`config.mk`:
```
export PLATFORM = sky130hd
export DESIGN_NAME = hopping_mobile_allocation_index
export DESIGN_NICKNAME = d
export VERILOG_FILES = /design/src/sv/hopmai_pkg.sv /design/src/sv/hopping_mobile_allocation_index.sv
export SDC_FILE = /design/constraint.sdc
export NUM_CORES = 1
export LEC_CHECK = 0
export BUFFER_PORTS_ARGS = -buffer_cell sky130_fd_sc_hd__buf_2
export CAP_MARGIN = 25
export CORE_MARGIN = 2
export CORE_UTILIZATION = 69
export DETAILED_ROUTE_END_ITERATION = 10
export PLACE_DENSITY = 0.86
export SLEW_MARGIN = 30
export SYNTH_ARGS = -nofsm -noshare
export SYNTH_HDL_FRONTEND = slang
export SYNTH_SLANG_ARGS = --single-unit
```
`constraint.sdc`:
```
create_clock -name clk -period 38 [get_ports clk]
set_input_delay 1.9 -clock clk [delete_from_list [all_inputs] [get_ports clk]]
set_output_delay 1.9 -clock clk [all_outputs]
set_load 0.005 [all_outputs]
```
`src/sv/hopmai_pkg.sv`:
```
// Shared constants, register indexes and the hopping table for the allocation index generator.
package hopmai_pkg;

	// Largest mobile allocation the block supports; bigger sizes saturate to it.
	localparam logic [6:0] MAX_ALLOC = 7'd64;

	// Length of the pseudo-random hopping table.
	localparam logic [6:0] TABLE_LEN = 7'd114;

	// Configuration register indexes.
	localparam logic [1:0] CFG_ALLOC_OFFSET = 2'd0;
	localparam logic [1:0] CFG_HOP_SEQ_NUM  = 2'd1;
	localparam logic [1:0] CFG_ALLOC_SIZE   = 2'd2;

	// Fixed 114-entry hopping table; indexes past the end never occur.
	function automatic logic [6:0] hop_table(input logic [6:0] idx);
		logic [6:0] v;
		case (idx)
			7'd0:   v = 7'd48;  7'd1:   v = 7'd98;  7'd2:   v = 7'd63;  7'd3:   v = 7'd1;
			7'd4:   v = 7'd36;  7'd5:   v = 7'd95;  7'd6:   v = 7'd78;  7'd7:   v = 7'd102;
			7'd8:   v = 7'd94;  7'd9:   v = 7'd73;  7'd10:  v = 7'd0;   7'd11:  v = 7'd64;
			7'd12:  v = 7'd25;  7'd13:  v = 7'd81;  7'd14:  v = 7'd76;  7'd15:  v = 7'd59;
			7'd16:  v = 7'd124; 7'd17:  v = 7'd23;  7'd18:  v = 7'd104; 7'd19:  v = 7'd100;
			7'd20:  v = 7'd101; 7'd21:  v = 7'd47;  7'd22:  v = 7'd118; 7'd23:  v = 7'd85;
			7'd24:  v = 7'd18;  7'd25:  v = 7'd56;  7'd26:  v = 7'd96;  7'd27:  v = 7'd86;
			7'd28:  v = 7'd54;  7'd29:  v = 7'd2;   7'd30:  v = 7'd80;  7'd31:  v = 7'd34;
			7'd32:  v = 7'd127; 7'd33:  v = 7'd13;  7'd34:  v = 7'd6;   7'd35:  v = 7'd89;
			7'd36:  v = 7'd57;  7'd37:  v = 7'd103; 7'd38:  v = 7'd12;  7'd39:  v = 7'd74;
			7'd40:  v = 7'd55;  7'd41:  v = 7'd111; 7'd42:  v = 7'd75;  7'd43:  v = 7'd38;
			7'd44:  v = 7'd109; 7'd45:  v = 7'd71;  7'd46:  v = 7'd112; 7'd47:  v = 7'd29;
			7'd48:  v = 7'd11;  7'd49:  v = 7'd88;  7'd50:  v = 7'd87;  7'd51:  v = 7'd19;
			7'd52:  v = 7'd3;   7'd53:  v = 7'd68;  7'd54:  v = 7'd110; 7'd55:  v = 7'd26;
			7'd56:  v = 7'd33;  7'd57:  v = 7'd31;  7'd58:  v = 7'd8;   7'd59:  v = 7'd45;
			7'd60:  v = 7'd82;  7'd61:  v = 7'd58;  7'd62:  v = 7'd40;  7'd63:  v = 7'd107;
			7'd64:  v = 7'd32;  7'd65:  v = 7'd5;   7'd66:  v = 7'd106; 7'd67:  v = 7'd92;
			7'd68:  v = 7'd62;  7'd69:  v = 7'd67;  7'd70:  v = 7'd77;  7'd71:  v = 7'd108;
			7'd72:  v = 7'd122; 7'd73:  v = 7'd37;  7'd74:  v = 7'd60;  7'd75:  v = 7'd66;
			7'd76:  v = 7'd121; 7'd77:  v = 7'd42;  7'd78:  v = 7'd51;  7'd79:  v = 7'd126;
			7'd80:  v = 7'd117; 7'd81:  v = 7'd114; 7'd82:  v = 7'd4;   7'd83:  v = 7'd90;
			7'd84:  v = 7'd43;  7'd85:  v = 7'd52;  7'd86:  v = 7'd53;  7'd87:  v = 7'd113;
			7'd88:  v = 7'd120; 7'd89:  v = 7'd72;  7'd90:  v = 7'd16;  7'd91:  v = 7'd49;
			7'd92:  v = 7'd7;   7'd93:  v = 7'd79;  7'd94:  v = 7'd119; 7'd95:  v = 7'd61;
			7'd96:  v = 7'd22;  7'd97:  v = 7'd84;  7'd98:  v = 7'd9;   7'd99:  v = 7'd97;
			7'd100: v = 7'd91;  7'd101: v = 7'd15;  7'd102: v = 7'd21;  7'd103: v = 7'd24;
			7'd104: v = 7'd46;  7'd105: v = 7'd39;  7'd106: v = 7'd93;  7'd107: v = 7'd105;
			7'd108: v = 7'd65;  7'd109: v = 7'd70;  7'd110: v = 7'd125; 7'd111: v = 7'd99;
			7'd112: v = 7'd17;  7'd113: v = 7'd123;
			default: v = 7'd0;
		endcase
		return v;
	endfunction

	// One step of restoring remainder: shift in one dividend bit and subtract once if needed.
	function automatic logic [5:0] mod_step(input logic [5:0] rem, input logic din,
			input logic [6:0] n);
		logic [6:0] t;
		t = {rem, din};
		if (t >= n) begin
			t = t - n;
		end
		return t[5:0];
	endfunction

endpackage

```
`src/sv/hopping_mobile_allocation_index.sv`:
```
// Top level of the slow frequency hopping mobile allocation index generator.
//
//  channel | direction | handshake          | payload
//  --------+-----------+--------------------+--------------------------------------------
//  in      | request   | in_valid/in_stall  | frame_number, t1_part, t2_part, t3_part
//  out     | result    | out_valid/out_stall| alloc_index
//  cfg     | write     | cfg_we             | cfg_idx, cfg_wdata
//
// Seven register stages: table index, table lookup, folding and offset add, then four stages
// of a restoring remainder unit that retire six, six, six and five dividend bits. One request
// can enter every cycle while in_stall is low.
// Reset clears the valid bits and sets the registers to offset 0, sequence 0, size 1.
// Each stage holds while its successor is full and held; in_stall rises only when every
// stage up to the output register is occupied and out_stall is high.
module hopping_mobile_allocation_index (
	input  logic        clk,
	input  logic        arst_n,
	input  logic        cfg_we,
	input  logic [1:0]  cfg_idx,
	input  logic [6:0]  cfg_wdata,
	input  logic        in_valid,
	output logic        in_stall,
	input  logic [21:0] frame_number,
	input  logic [10:0] t1_part,
	input  logic [4:0]  t2_part,
	input  logic [5:0]  t3_part,
	output logic        out_valid,
	input  logic        out_stall,
	output logic [5:0]  alloc_index
);
	import hopmai_pkg::*;

	logic [5:0] alloc_offset_q;
	logic [5:0] hop_seq_q;
	logic [6:0] alloc_size_q;

	logic [6:0] size_n;
	logic [6:0] size_mask;

	logic v_s1, v_s2, v_s3, v_s4, v_s5, v_s6, v_s7;
	logic en_s1, en_s2, en_s3, en_s4, en_s5, en_s6, en_s7;

	logic [21:0] fn_s1, fn_s2;
	logic [6:0]  idx_s1;
	logic [4:0]  t2_s1;
	logic [5:0]  t3_s1, t3_s2;
	logic [7:0]  m_s2;
	logic [22:0] acc_s3;
	logic [16:0] acc_s4;
	logic [10:0] acc_s5;
	logic [4:0]  acc_s6;
	logic [5:0]  rem_s4, rem_s5, rem_s6, rem_s7;

	logic [6:0]  idx_raw;
	logic [6:0]  idx_wrap;
	logic [7:0]  m_next;
	logic [6:0]  mp;
	logic [6:0]  tp;
	logic [7:0]  fold;
	logic [21:0] x_val;
	logic [22:0] acc_next;
	logic [5:0]  rem4_next, rem5_next, rem6_next, rem7_next;

	// Configuration registers.
	always_ff @(posedge clk or negedge arst_n) begin
		if (!arst_n) begin
			alloc_offset_q <= 6'd0;
			hop_seq_q      <= 6'd0;
			alloc_size_q   <= 7'd1;
		end else if (cfg_we) begin
			case (cfg_idx)
				CFG_ALLOC_OFFSET: alloc_offset_q <= cfg_wdata[5:0];
				CFG_HOP_SEQ_NUM:  hop_seq_q      <= cfg_wdata[5:0];
				CFG_ALLOC_SIZE:   alloc_size_q   <= cfg_wdata;
				default: ;
			endcase
		end
	end

	// Effective allocation size and the all-ones mask of its bit length.
	always_comb begin
		if (alloc_size_q == 7'd0) begin
			size_n = 7'd1;
		end else if (alloc_size_q > MAX_ALLOC) begin
			size_n = MAX_ALLOC;
		end else begin
			size_n = alloc_size_q;
		end
		size_mask = size_n | (size_n >> 1) | (size_n >> 2) | (size_n >> 3)
			| (size_n >> 4) | (size_n >> 5) | (size_n >> 6);
	end

	// A stage may load when it is empty or its contents move on in the same cycle.
	assign en_s7 = !v_s7 || !out_stall;
	assign en_s6 = !v_s6 || en_s7;
	assign en_s5 = !v_s5 || en_s6;
	assign en_s4 = !v_s4 || en_s5;
	assign en_s3 = !v_s3 || en_s4;
	assign en_s2 = !v_s2 || en_s3;
	assign en_s1 = !v_s1 || en_s2;
	assign in_stall = !en_s1;

	always_ff @(posedge clk or negedge arst_n) begin
		if (!arst_n) begin
			v_s1 <= 1'b0;
			v_s2 <= 1'b0;
			v_s3 <= 1'b0;
			v_s4 <= 1'b0;
			v_s5 <= 1'b0;
			v_s6 <= 1'b0;
			v_s7 <= 1'b0;
		end else begin
			if (en_s1) v_s1 <= in_valid;
			if (en_s2) v_s2 <= v_s1;
			if (en_s3) v_s3 <= v_s2;
			if (en_s4) v_s4 <= v_s3;
			if (en_s5) v_s5 <= v_s4;
			if (en_s6) v_s6 <= v_s5;
			if (en_s7) v_s7 <= v_s6;
		end
	end

	// Stage 1: table index, wrapped once past the end of the table.
	always_comb begin
		idx_raw = {1'b0, hop_seq_q ^ t1_part[5:0]} + {1'b0, t3_part};
		if (idx_raw >= TABLE_LEN) begin
			idx_wrap = idx_raw - TABLE_LEN;
		end else begin
			idx_wrap = idx_raw;
		end
	end

	always_ff @(posedge clk) begin
		if (en_s1 && in_valid) begin
			fn_s1  <= frame_number;
			idx_s1 <= idx_wrap;
			t2_s1  <= t2_part;
			t3_s1  <= t3_part;
		end
	end

	// Stage 2: table lookup plus T2.
	assign m_next = {3'b000, t2_s1} + {1'b0, hop_table(idx_s1)};

	always_ff @(posedge clk) begin
		if (en_s2 && v_s1) begin
			fn_s2 <= fn_s1;
			m_s2  <= m_next;
			t3_s2 <= t3_s1;
		end
	end

	// Stage 3: fold an out-of-range value with T3, add the offset; sequence 0 uses fn_s2.
	// Both masked terms are below twice the size, so their sum needs at most three subtractions.
	always_comb begin
		mp   = m_s2[6:0] & size_mask;
		tp   = {1'b0, t3_s2} & size_mask;
		fold = {1'b0, mp};
		if (mp >= size_n) begin
			fold = {1'b0, mp} + {1'b0, tp};
			if (fold >= {1'b0, size_n}) fold = fold - {1'b0, size_n};
			if (fold >= {1'b0, size_n}) fold = fold - {1'b0, size_n};
			if (fold >= {1'b0, size_n}) fold = fold - {1'b0, size_n};
		end
		if (hop_seq_q == 6'd0) begin
			x_val = fn_s2;
		end else begin
			x_val = {16'd0, fold[5:0]};
		end
		acc_next = {1'b0, x_val} + {17'd0, alloc_offset_q};
	end

	always_ff @(posedge clk) begin
		if (en_s3 && v_s2) begin
			acc_s3 <= acc_next;
		end
	end

	// Stages 4 to 7: remainder by the allocation size, most significant bits first.
	always_comb begin
		rem4_next = 6'd0;
		for (int i = 22; i >= 17; i--) begin
			rem4_next = mod_step(rem4_next, acc_s3[i], size_n);
		end
		rem5_next = rem_s4;
		for (int i = 16; i >= 11; i--) begin
			rem5_next = mod_step(rem5_next, acc_s4[i], size_n);
		end
		rem6_next = rem_s5;
		for (int i = 10; i >= 5; i--) begin
			rem6_next = mod_step(rem6_next, acc_s5[i], size_n);
		end
		rem7_next = rem_s6;
		for (int i = 4; i >= 0; i--) begin
			rem7_next = mod_step(rem7_next, acc_s6[i], size_n);
		end
	end

	always_ff @(posedge clk) begin
		if (en_s4 && v_s3) begin
			rem_s4 <= rem4_next;
			acc_s4 <= acc_s3[16:0];
		end
		if (en_s5 && v_s4) begin
			rem_s5 <= rem5_next;
			acc_s5 <= acc_s4[10:0];
		end
		if (en_s6 && v_s5) begin
			rem_s6 <= rem6_next;
			acc_s6 <= acc_s5[4:0];
		end
		if (en_s7 && v_s6) begin
			rem_s7 <= rem7_next;
		end
	end

	assign out_valid   = v_s7;
	assign alloc_index = rem_s7;

	// The table index has always been wrapped into the table.
	a_idx_in_table: assert property (@(posedge clk) disable iff (!arst_n)
		v_s1 |-> idx_s1 < TABLE_LEN)
		else $error("table index past the end of the hopping table");

	// Partial remainders stay below the allocation size.
	a_rem_in_range: assert property (@(posedge clk) disable iff (!arst_n)
		v_s4 |-> {1'b0, rem_s4} < size_n)
		else $error("partial remainder not below the allocation size");

	// Every delivered index lies inside the mobile allocation.
	a_out_in_range: assert property (@(posedge clk) disable iff (!arst_n)
		out_valid |-> {1'b0, alloc_index} < size_n)
		else $error("allocation index not below the allocation size");

	// Requests are held off only when the whole pipeline is full behind a held result.
	a_stall_full: assert property (@(posedge clk) disable iff (!arst_n)
		in_stall |-> (v_s1 && v_s2 && v_s3 && v_s4 && v_s5 && v_s6 && v_s7 && out_stall))
		else $error("input held off while the pipeline has room");

endmodule

```
# Word-level counts from Yosys, hierarchy flattened

Memory sizes are Yosys's and may differ from the RTL's. A register that Yosys moved wholly into a read port is not among the register bits.
Index checks and enable logic that the tools add are counted.

Latch bits: 0
Input port bits: 58
Memory bits (writable): 0
Memory bits (read-only): 896
Memories: 1
Register bits after elaboration: 181

Add/sub/neg operators: 31
Reductions and logical operators: 29
Mux-type cells: 34
Shifts and indexed selects: 0
Equality and inequality tests: 2
Bitwise gates (word level): 9
Multiply operators: 0
Div/mod/pow operators: 0
Order comparisons: 29

Memory list:

| memory          | depth | width | rd ports | clocked after Yosys merged registers in | wr ports | RTL line         | source |
|---|---|---|---|---|---|---|---|
| (no name shown) | 128   | 7     | 1        | 1                                       | 0        | hopmai_pkg.sv:18 | `case (idx)` |

Operator list:

| operator             | number |
|---|---|
| $ge A7 B7 Y1         | 23 |
| $mux W6              | 25 |
| $sub A6 B6 Y6        | 23 |
| $mux W8              | 4 |
| $mux W7              | 4 |
| $ge A8 B7 Y1         | 3 |
| $add A22 B6 Y23      | 1 |
| $mux W22             | 1 |
| $sub A8 B7 Y8        | 2 |
| $logic_not A1 Y1     | 9 |
| $add A7 B7 Y8        | 1 |
| $add A5 B7 Y7        | 1 |
| $add A6 B6 Y7        | 1 |
| $and A6 B7 Y7        | 1 |
| $and A7 B7 Y7        | 1 |
| $ge A1 B7 Y1         | 1 |
| $ge A7 B7 Y1 const B | 1 |
| $gt A7 B7 Y1 const B | 1 |
| $logic_and A1 B1 Y1  | 7 |
| $logic_not A7 Y1     | 1 |
| $logic_or A1 B1 Y1   | 7 |
| $or A7 B1 Y7         | 1 |
| $or A7 B2 Y7         | 1 |
| $or A7 B3 Y7         | 1 |
| 11 further kinds     | 13 |

# Depth between registers and ports, before layout

Gate-level depths: netlist of the first run.

Word-level depth: 22
Depth in mapped cells: 65
Mapped depth without buffers: 63

# Worst setup path before layout of the first run

OpenSTA, ideal clock, no wires.

Path type: register to register
Start point: reg alloc_size_q[2]
End point: reg rem_s5[1], data pin
Arrival: 12.986 ns
Data required time: 37.740 ns
Slack: 24.754 ns
Stages on the path, launching flop included: 63
Clock period less this slack: 13.246 ns
Buffers on the path: 2
Path through: dfrtp_1 -> or4_1 -> nor2_1 -> nor2_1 -> nor2_1 -> ha_1 -> nor2b_1 -> o21ai_0 -> a21boi_0 -> o21ai_0 -> a21boi_0 -> o31ai_1 -> nand2_1 -> mux2_2 -> ha_1 -> o21ai_0 -> a21oi_1 -> o21ai_0 -> [27 not listed] -> inv_1 -> a21oi_1 -> o21ai_0 -> nand2b_1 -> a211o_1 -> a21oi_1 -> nand2_1 -> o21ai_0 -> ha_1 -> nor2b_1 -> o21ai_0 -> a21oi_1 -> o21ai_0 -> nand2b_1 -> a211o_1 -> a21oi_1 -> clkbuf_1 -> mux2_2

Cells in the longest elaborated chain, start to end: 15
Elaborated cells on any way between the ends: 22
Classes of those cells: add/sub: 6; order compare: 7; mux: 8; reduce/logical: 1

RTL lines:

| item                                                 | RTL line                               | source |
|---|---|---|
| start, declared                                      | hopping_mobile_allocation_index.sv:35  | `logic [6:0] alloc_size_q;` |
| start signal, assigned                               | hopping_mobile_allocation_index.sv:74  | `CFG_ALLOC_SIZE: alloc_size_q <= cfg_wdata;` |
| $gt A7 B7 Y1                                         | hopping_mobile_allocation_index.sv:84  | `end else if (alloc_size_q > MAX_ALLOC) begin` |
| $mux W7                                              | hopping_mobile_allocation_index.sv:84  |  |
| $mux W7 (*)                                          | hopping_mobile_allocation_index.sv:82  | `if (alloc_size_q == 7'd0) begin` |
| $sub A6 B6 Y6 / $ge A7 B7 Y1 (equally long branches) | hopmai_pkg.sv:59, hopmai_pkg.sv:58     |  |
| $mux W6                                              | hopmai_pkg.sv:58                       | `if (t >= n) begin` |
| $sub A6 B6 Y6 / $ge A7 B7 Y1 (equally long branches) | hopmai_pkg.sv:59, hopmai_pkg.sv:58     |  |
| $mux W6                                              | hopmai_pkg.sv:58                       |  |
| $sub A6 B6 Y6 / $ge A7 B7 Y1 (equally long branches) | hopmai_pkg.sv:59, hopmai_pkg.sv:58     |  |
| $mux W6                                              | hopmai_pkg.sv:58                       |  |
| $sub A6 B6 Y6 / $ge A7 B7 Y1 (equally long branches) | hopmai_pkg.sv:59, hopmai_pkg.sv:58     |  |
| $mux W6                                              | hopmai_pkg.sv:58                       |  |
| $ge A7 B7 Y1 / $sub A6 B6 Y6 (equally long branches) | hopmai_pkg.sv:58, hopmai_pkg.sv:59     |  |
| $mux W6                                              | hopmai_pkg.sv:58                       |  |
| $sub A6 B6 Y6 / $ge A7 B7 Y1 (equally long branches) | hopmai_pkg.sv:59, hopmai_pkg.sv:58     |  |
| $mux W6 (*)                                          | hopmai_pkg.sv:58                       |  |
| via rem5_next[1]                                     | hopping_mobile_allocation_index.sv:62  | `logic [5:0] rem4_next, rem5_next, rem6_next, rem7_next;` |
| end signal, assigned                                 | hopping_mobile_allocation_index.sv:205 | `rem_s5 <= rem5_next;` |
| end, declared                                        | hopping_mobile_allocation_index.sv:52  | `logic [5:0] rem_s4, rem_s5, rem_s6, rem_s7;` |

The timed path passes the listed nets; every way through them passes the cells marked *.
A chain may end at the register's enable or synchronous reset.

# Worst setup path in the final report of the first run

Start point: reg alloc_size_q[1]
End point: reg rem_s5[5], data pin

Cells in the longest elaborated chain, start to end: 15
Elaborated cells on any way between the ends: 22
Classes of those cells: add/sub: 6; order compare: 7; mux: 8; reduce/logical: 1

RTL lines:

| item                                                 | RTL line |
|---|---|
| $gt A7 B7 Y1                                         | hopping_mobile_allocation_index.sv:84 |
| $mux W7                                              | hopping_mobile_allocation_index.sv:84 |
| $mux W7 (*)                                          | hopping_mobile_allocation_index.sv:82 |
| $sub A6 B6 Y6 / $ge A7 B7 Y1 (equally long branches) | hopmai_pkg.sv:59, hopmai_pkg.sv:58 |
| $mux W6                                              | hopmai_pkg.sv:58 |
| $sub A6 B6 Y6 / $ge A7 B7 Y1 (equally long branches) | hopmai_pkg.sv:59, hopmai_pkg.sv:58 |
| $mux W6                                              | hopmai_pkg.sv:58 |
| $sub A6 B6 Y6 / $ge A7 B7 Y1 (equally long branches) | hopmai_pkg.sv:59, hopmai_pkg.sv:58 |
| $mux W6                                              | hopmai_pkg.sv:58 |
| $sub A6 B6 Y6 / $ge A7 B7 Y1 (equally long branches) | hopmai_pkg.sv:59, hopmai_pkg.sv:58 |
| $mux W6                                              | hopmai_pkg.sv:58 |
| $sub A6 B6 Y6 / $ge A7 B7 Y1 (equally long branches) | hopmai_pkg.sv:59, hopmai_pkg.sv:58 |
| $mux W6                                              | hopmai_pkg.sv:58 |
| $sub A6 B6 Y6 / $ge A7 B7 Y1 (equally long branches) | hopmai_pkg.sv:59, hopmai_pkg.sv:58 |
| $mux W6 (*)                                          | hopmai_pkg.sv:58 |
| via rem5_next[5]                                     | hopping_mobile_allocation_index.sv:62 |

Marks and branches as above.

==> results of run 1 <==
==> flip-flops by register name, indices dropped and copies added, names as in the netlist, 7 cells and up, named ones only <==
name and flops:
alloc_size_q 7, acc_s5 11, fn_s2 22, acc_s3 23, fn_s1 22, m_s2 7
acc_s4 17, idx_s1 7
==> how the worst max path moves through the flow <==
stage                    startpoint  depth (start not counted)  slack [ps]         to
CTS                 alloc_size_q[2]                         59       23520  rem_s5[2]
global route        alloc_size_q[2]                         61       22020  rem_s5[5]
detailed placement  alloc_size_q[2]                         59       23770  rem_s5[1]
global placement    alloc_size_q[2]                         59       24330  rem_s5[2]
finish              alloc_size_q[1]                         59       23250  rem_s5[5]
floorplan           alloc_size_q[2]                         62       24750  rem_s5[1]
==> metrics by stage <==
step	std cells	util	setup WS (ps)	hold WS, ps
3_5_place_dp	2264	0.728	23770	405
4_1_cts	2296	0.752	23520	417
3_3_place_gp	2264	0.728	24330	400
5_1_grt	2296	0.752	22020	426
6_report	2297	0.752	23250	414
2_1_floorplan	1910	-	24750	400
==> per-layer routing <==
metal  track usage  part of all wire  up-vias  wire (um)
met1         0.406              0.40     6943      17500
met2         0.577              0.49      657      21400
met4         0.135             0.035        0       1540
met3        0.0455             0.069      152       2980
li1              -                 -     7051          -
met5             0                 0        -          0
==> critical path, delay by kind of cell, from the launching register on <==
family	cells	cell delay, ps
compound gates	31	7320
fa+ha+maj	6	1780
buf+inv	4	680
flops	1	490
simple gates	15	3070
mux	3	1220
==> logic make-up after synthesis <==
kind of cell / Yosys count / synth area share
XOR/XNOR: 109 / 0.0539
AND/OR/NAND/NOR: 557 / 0.154
AO/OA/AOI/OAI: 477 / 0.181
buffers and inverters: 222 / 0.0491
flip-flops: 188 / 0.308
adder cells (fa/ha/maj): 247 / 0.186
multiplexers: 110 / 0.0683
==> layout make-up <==
type / count / area (um^2)
Antenna cell: 1 / 2.50
Clock buffer: 17 / 425
Clock inverter: 15 / 183
Fill cell: 1735 / 6240
Inverter: 167 / 627
Multi-Input combinational cell: 1500 / 11400
Sequential cell: 188 / 5450
Tap cell: 330 / 413
Timing Repair Buffer: 79 / 443
==> placed cells by master, fill, tap and decap left out, types with 27 or more instances in the layout <==
| cell type | instances |
|---|---|
| a21boi_0 | 32 |
| a21o_1 | 47 |
| a21oi_1 | 98 |
| buf_2 | 60 |
| edfxtp_1 | 155 |
| fa_1 | 28 |
| ha_1 | 218 |
| inv_1 | 165 |
| mux2_2 | 82 |
| mux2i_1 | 27 |
| nand2_1 | 151 |
| nand2b_1 | 32 |
| nand3_1 | 36 |
| nor2_1 | 150 |
| nor2b_1 | 36 |
| o21ai_0 | 121 |
| xnor2_1 | 60 |
| xor2_1 | 49 |
==> metrics.cfg, run 1 <==
[clock_network]
cts_tree=yes
clk_latency_ps=440
cts_resized=0
clock-root-buffer=clkbuf_16
clk_pin_slew_worst_paths_ps=80
ctsHoldBuffers=0
htreeDepth=4
cts_buffer_depth=2
cts_setup_buffers=0
cts_buffers=17
cts_sinks=188

[detailed_routing]
avgRoutedWirePerCell_um=18.9
via_per_inst=6.44
drt_pre_antenna_iters=6
drc=0
drt-total-wl_um=43400
antenna_left=0
first_iter_violations=1343
vias=14800

[global_route]
antenna_found_initial=1
overflow=0
grt.total_usage=0.328
grt_pass1_vias=14400
grt_pass1_wl_um=70200
grt_max_degree=45

[synthesis]
synth_edf_count=155
synth_most_common_cell=ha_1
synthFlopType=edfxtp_1
synthTopCellsByCount=ha_1 (218), inv_1 (165), edfxtp_1 (155)
yosysUniqueCellTypes=84
synth.top_cell.area_share=0.263
synth_cells=1910
synth_top_cell_by_area=edfxtp_1
synthArstFlopShare=0.138
syn_nets=2214
synth_area_per_cell_um2=9.27
synth-seq-area-share=0.308
yosys-top-cells-area=edfxtp_1 (26%), ha_1 (15%), mux2_2 (5.2%)
synth_area_um2=17700
ys_warn_count=0
ys_ff_latch=188

[final_layout]
drive_gt1_frac=0.118
fin_area_um2=18900
areaGrowthSynthToFinish_pct=7.03
fin_nets=2257

[critical_path]
worstSetupStartpointType=register
r2r_slack_ps=23250
r2r_cells=59
max_stage_delay_ps=710
cp_max_fo=14
r2r_end=rem_s5[5]
crit_type=register to register
cpMostUsedCell=o21ai_0
crit_path_end_kind=register
cp.arrival_ps=15000
cp_data_required_time_ps=38260
crit_path_top_delay_cell=a21oi_1
r2r-start=alloc_size_q[1]

[worst_hold_path]
whs_path_depth=0
min-delay-start=acc_s4[1]
min_to=acc_s5[1]
hp-class=register to register

[floorplanning]
boundaryPins=66
core-area_um2=25200
fp-row-count=58
die-area_um2=26900
die_w_um=164
initial_core_util=0.703
die_y_um=164

[placed_design]
dpl.hpwl_um=32000
io_buffers=60
post_dp_cell_area_um2=18300
routabilityCongestion=0.975

[run_status]
status=finished clean

[sta]
tns_ps=0
setup_viol=0
clock_skew_ps=15.3
finalMaxSlewViolations=0
max_freq_ghz=0.0678
min_period_ps=14750
grt_setup_unrepaired=no
tightestPinTransition_ps=888
slew_headroom=0.393
finalCritPeriodShare=0.388
report.final.hold_viol_count=0

[run]
drv_cap=0

Power of run 1 is left out: the tool's default activity adds up to more than one toggle a clock period on the data nets, which glitch-free logic cannot reach.
==> run 2, diff against run 1 <==
--- a/config.mk
+++ b/config.mk
@@ -8,9 +8,9 @@
 export BUFFER_PORTS_ARGS = -buffer_cell sky130_fd_sc_hd__buf_2
 export CAP_MARGIN = 25
 export CORE_MARGIN = 2
-export CORE_UTILIZATION = 69
+export CORE_UTILIZATION = 58
 export DETAILED_ROUTE_END_ITERATION = 10
-export PLACE_DENSITY = 0.86
+export PLACE_DENSITY = 0.76
 export SLEW_MARGIN = 30
 export SYNTH_ARGS = -nofsm -noshare
 export SYNTH_HDL_FRONTEND = slang
==> constraint.sdc (replaced) <==
create_clock -name clk -period 12.1 [get_ports clk]
set_input_delay 0.605 -clock clk [delete_from_list [all_inputs] [get_ports clk]]
set_output_delay 0.605 -clock clk [all_outputs]
set_load 0.005 [all_outputs]
==> run 2 against run 1 <==
Net effect: critical path depth is the same; worst hold slack lost 220 ps; critical endpoint is now rem_s5[2]; register-to-register slack lost 23000 ps; final cell count grew 5.5%; setup slack lost 23000 ps; wire length grew 4.7%; clock-buffer cell count grew 1; non-clock buffer count grew 68; critical path type unchanged; sequential share of layout area shrank 1.3 points; clock skew grew 4.0 ps; flip-flop and latch count is the same.
==> metrics.cfg, run 2 (synthesis gave the netlist of run 1 again) <==
[sta]
max_freq_ghz=0.0865
worst_hold_slack_ps=194
tns_ps=0
clock_skew_ps=19.3
finalCritPeriodShare=0.956
tightestPinTransition_ps=963
report.final.hold_viol_count=0
min_period_ps=11570
slew_headroom=0.358
finalMaxSlewViolations=0
setup_viol=0

[placed_design]
io_buffers=60
dp_cells=2362
routabilityCongestion=1.01
dpl.hpwl_um=33400

[detailed_routing]
avgRoutedWirePerCell_um=18.8
vias=15100
drt_pre_antenna_iters=6
via_per_inst=6.22
first_iter_violations=1312
antenna_left=0
drc=0
drt-total-wl_um=45500

[final_layout]
final_common_cell=ha_1
areaGrowthSynthToFinish_pct=12.2
drive_gt1_frac=0.176
antennaDiodeCount=0
fin_cells=2424
fin_nets=2325
n_fill_cell=2319
largest_reg_flops=23
regMostFlops=acc_s3
final_cell_mix=ha_1 (215), inv_1 (165), edfxtp_1 (155), nand2_1 (148), nor2_1 (147)
multi_input_comb_area_um2=11700
register_area_um2=5450
reg.largest.list=acc_s3 (23), fn_s1 (22), fn_s2 (22)

[floorplanning]
initial_core_util=0.592
boundaryPins=66
die_y_um=179
die_w_um=179
fp-row-count=63
die-area_um2=31900
core-area_um2=29900

[clock_network]
htreeDepth=4
cts_sinks=188
cts_tree=yes
cts_buffers=17
cts_buffer_depth=2
clock-root-buffer=clkbuf_16
clk_pin_slew_worst_paths_ps=80
clk_latency_ps=450

[worst_hold_path]
hp-class=input pin to asynchronous set/reset pin

[global_route]
grt_pass1_wl_um=71100
grt.total_usage=0.282
grt_max_degree=46
antenna_found_initial=2
grt_pass1_vias=14600
overflow=0

[critical_path]
cp_max_fo=5
worstSetupStartpointType=register
cp_data_required_time_ps=12310
crit_path_end_kind=register
crit_path_top_delay_cell=or4_4
max_stage_delay_ps=560
crit_type=register to register
cpMostUsedCell=o21ai_1
cp.arrival_ps=11780

[run_status]
status=finished clean

[run]
drv_cap=0

## run 2: cell types whose count changed in the layout (fill, tap and decap cells not counted), moves of 6 or more
cell and change:
buf_4 +67, o21ai_2 +6, a21boi_1 +9, a21oi_1 -10
o31ai_1 -8, o21ai_1 +29, o31ai_2 +8, a21oi_2 +8
o21ai_0 -35, a21boi_0 -11
## run 2: worst paths after layout
kind	start	to	slack (ps)	depth (start not counted)
setup / recovery	alloc_size_q[1]	rem_s5[2]	530	59
hold reg to reg	acc_s4[2]	acc_s5[2]	420	0
hold / removal	arst_n	hop_seq_q[2]	190	1
setup reg to reg	alloc_size_q[1]	rem_s5[2]	530	59
max in group asynchronous	arst_n	hop_seq_q[3]	11470	1
min in group clk	frame_number[8]	fn_s1[8]	330	1
## run 2: worst max-delay path, delay by kind of cell, from the launching register on
kind / cells / cell delay [ps]
AOI/OAI and AO/OA: 28 / 4810
adders and majority gates: 6 / 1510
buffers and inverters: 5 / 430
DFF: 1 / 380
muxes: 6 / 2080
and+or+nand+nor: 14 / 2140
## run 2: final cells by class
class,count,area share
Clock inverter,14,0.00876
Sequential cell,188,0.274
Timing Repair Buffer,147,0.0482
Clock buffer,18,0.0216
Multi-Input combinational cell,1500,0.591
Tap cell,390,0.0246
Inverter,167,0.0316
## run 2: metal layers
layer,vias up,share of wire,global-route usage
li1,7203,-,-
met1,7177,0.43,0.361
met2,558,0.48,0.484
met3,139,0.053,0.0375
met4,4,0.036,0.112
met5,-,0.00046,0
## run 2: metrics by stage
stage | worst slack, ps | util | cell area, um^2
detailed placement | -389 | 0.627 | 18700
floorplan | 19.0 | - | 17800
global placement | 62.5 | 0.627 | 18700
CTS | 4.01 | 0.651 | 19400
finish | 534 | 0.664 | 19900
global route | -143 | 0.664 | 19900
## run 2: timing repair
| action | 4_1_cts | 5_1_grt |
|---|---|---|
| endpoints found under the setup margin | 23 | 31 |
| pin swaps | 4 | 32 |
| hold buffers | 0 | 0 |
| resized for setup | 26 | 86 |
| setup buffers | 5 | 25 |
Power of run 2 is left out for the same reason.
==> run 3, diff against run 2 <==
==> constraint.sdc (replaced) <==
create_clock -name clk -period 9.4 [get_ports clk]
set_input_delay 0.47 -clock clk [delete_from_list [all_inputs] [get_ports clk]]
set_output_delay 0.47 -clock clk [all_outputs]
set_load 0.005 [all_outputs]
==> run 3 against run 2 <==
Net effect: critical path depth up 4; largest cell class unchanged; setup slack worse by 3000 ps; clock skew up 12 ps; design area up 27%; the flow now finishes with violations (setup timing).
==> metrics.cfg, run 3 (synthesis gave the netlist of run 1 again) <==
[floorplanning]
boundaryPins=66
fp-row-count=63
die_y_um=179
die-area_um2=31900
core-area_um2=29900
die_w_um=179
initial_core_util=0.592

[detailed_routing]
drc=0
wl_met1_um=25100
first_iter_violations=2759
wl_met3_um=8460
highest_layer=met5
antenna_left=0
drt-total-wl_um=73700
avgRoutedWirePerCell_um=24.9
wl_met2_um=33300
drt_pre_antenna_iters=6
via_per_inst=6.73
vias=19900

[run_status]
status=complete, but fails checks
violations=setup timing

[final_layout]
final_cell_mix=buf_4 (579), ha_1 (181), edfxtp_1 (155), inv_1 (151), nand2_1 (137)
regMostFlops=acc_s3
multi_input_comb_area_um2=13000
largest_reg_flops=23
drive_gt1_frac=0.418
final_common_cell=buf_4
reg.largest.list=acc_s3 (23), fn_s1 (22), fn_s2 (22)
register_area_um2=5450
n_fill_cell=1368
areaGrowthSynthToFinish_pct=43.0
fin_nets=2859

[clock_network]
ctsHoldBuffers=0
clock-root-buffer=clkbuf_16
clk_pin_slew_worst_paths_ps=100
clk_latency_ps=480
cts_buffer_depth=2
cts_sinks=188
htreeDepth=4
cts_tree=yes
cts_buffers=17

[global_route]
grt_pass1_wl_um=91500
antenna_found_initial=3
grt.total_usage=0.367
overflow=0
grt_pass1_vias=18100
grt_max_degree=46

[critical_path]
cp_max_fo=5
crit_type=register to register
r2r_end=rem_s5[1]
max_stage_delay_ps=560
r2r_slack_ps=-2460
worstSetupStartpointType=register
crit_path_end_kind=register
cp_data_required_time_ps=9640
crit_path_top_delay_cell=or4_4
cp.arrival_ps=12100
crit_buf_inv=8
cpMostUsedCell=o21ai_1
setup.worst_path.start=alloc_size_q[2]
r2r-start=alloc_size_q[2]
r2r_cells=63
critical-path-top-delay-family=compound AO/OA/AOI/OAI gates

[placed_design]
io_buffers=60
dp_slack_ps=-1810
routabilityCongestion=0.953
dpl.hpwl_um=37700

[sta]
min_period_ps=11860
report.final.hold_viol_count=0
clock_skew_ps=31.3
slew_headroom=0.337
tightestPinTransition_ps=995
max_freq_ghz=0.0843
finalCritPeriodShare=1.26
finalMaxSlewViolations=0
setup_viol=46
grt_setup_unrepaired=yes
fin_ws_ps=-2460

[worst_hold_path]
hp-class=input pin to asynchronous set/reset pin

[run]
drv_cap=0

## run 3: cell types whose count changed in the layout (fill, tap and decap cells not counted), sizes merged
cell,before,now
buf,147,681
clkinvlp,0,4
clkinv,7,5
diode,0,2
bufinv,1,0
inv,173,172
## run 3: final cells by class
cell class	instances	share of cell area
inverters	167	0.0251
diodes	2	0.000198
clock buffers	18	0.0170
flip-flops and latches	188	0.215
well taps	390	0.0193
multi-input cells	1500	0.515
repair buffers	681	0.203
clock inverters	14	0.00514
## run 3: metrics by stage
stage | instance area, um^2 | TNS, ps | hold WS [ps] | utilization | instances
floorplan | 18100 | -33520 | 174 | - | 1910
global placement | 21700 | -40140 | 401 | 0.726 | 2712
detailed placement | 21700 | -54070 | 405 | 0.726 | 2712
CTS | 23900 | -37930 | 36.5 | 0.799 | 2889
global route | 25300 | -93940 | 78.9 | 0.847 | 2959
finish | 25300 | -82380 | 32.8 | 0.847 | 2960
## run 3: routing by layer
layer  GRT usage  vias to the layer above
met2       0.640                     1753
met4       0.209                        2
met1       0.434                     9211
li1            -                     8246
met3      0.0528                      694
met5           0                        -
## run 3: worst max path at each step
stage                      endpoint  slack (ps)  cells past startpoint
after global routing      rem_s6[5]       -2980                     57
final                     rem_s5[1]       -2460                     63
after CTS                 rem_s5[2]       -1570                     61
after global placement    rem_s4[4]       -1380                     58
after detailed placement  rem_s5[2]       -1810                     61
after floorplan           rem_s5[1]       -1670                     61
## run 3: worst reg2reg max path, delay by kind of cell (launching register included)
kind                     cells  cell delay (ps)
AO/OA/AOI/OAI               29             5340
flip-flops                   1              410
adder cells (fa/ha/maj)      6             1360
multiplexers                 5             1420
AND/OR/NAND/NOR             15             2370
buffers and inverters        8              760
## run 3: repair_timing
| item | 4_1_cts | 5_1_grt |
|---|---|---|
| setup endpoints to repair | 43 | 46 |
| setup buffers | 147 | 76 |
| endpoints found under the hold margin | 0 | 0 |
| pin swaps | 136 | 193 |
| gates resized for setup | 129 | 194 |
Power of run 3 is left out for the same reason.
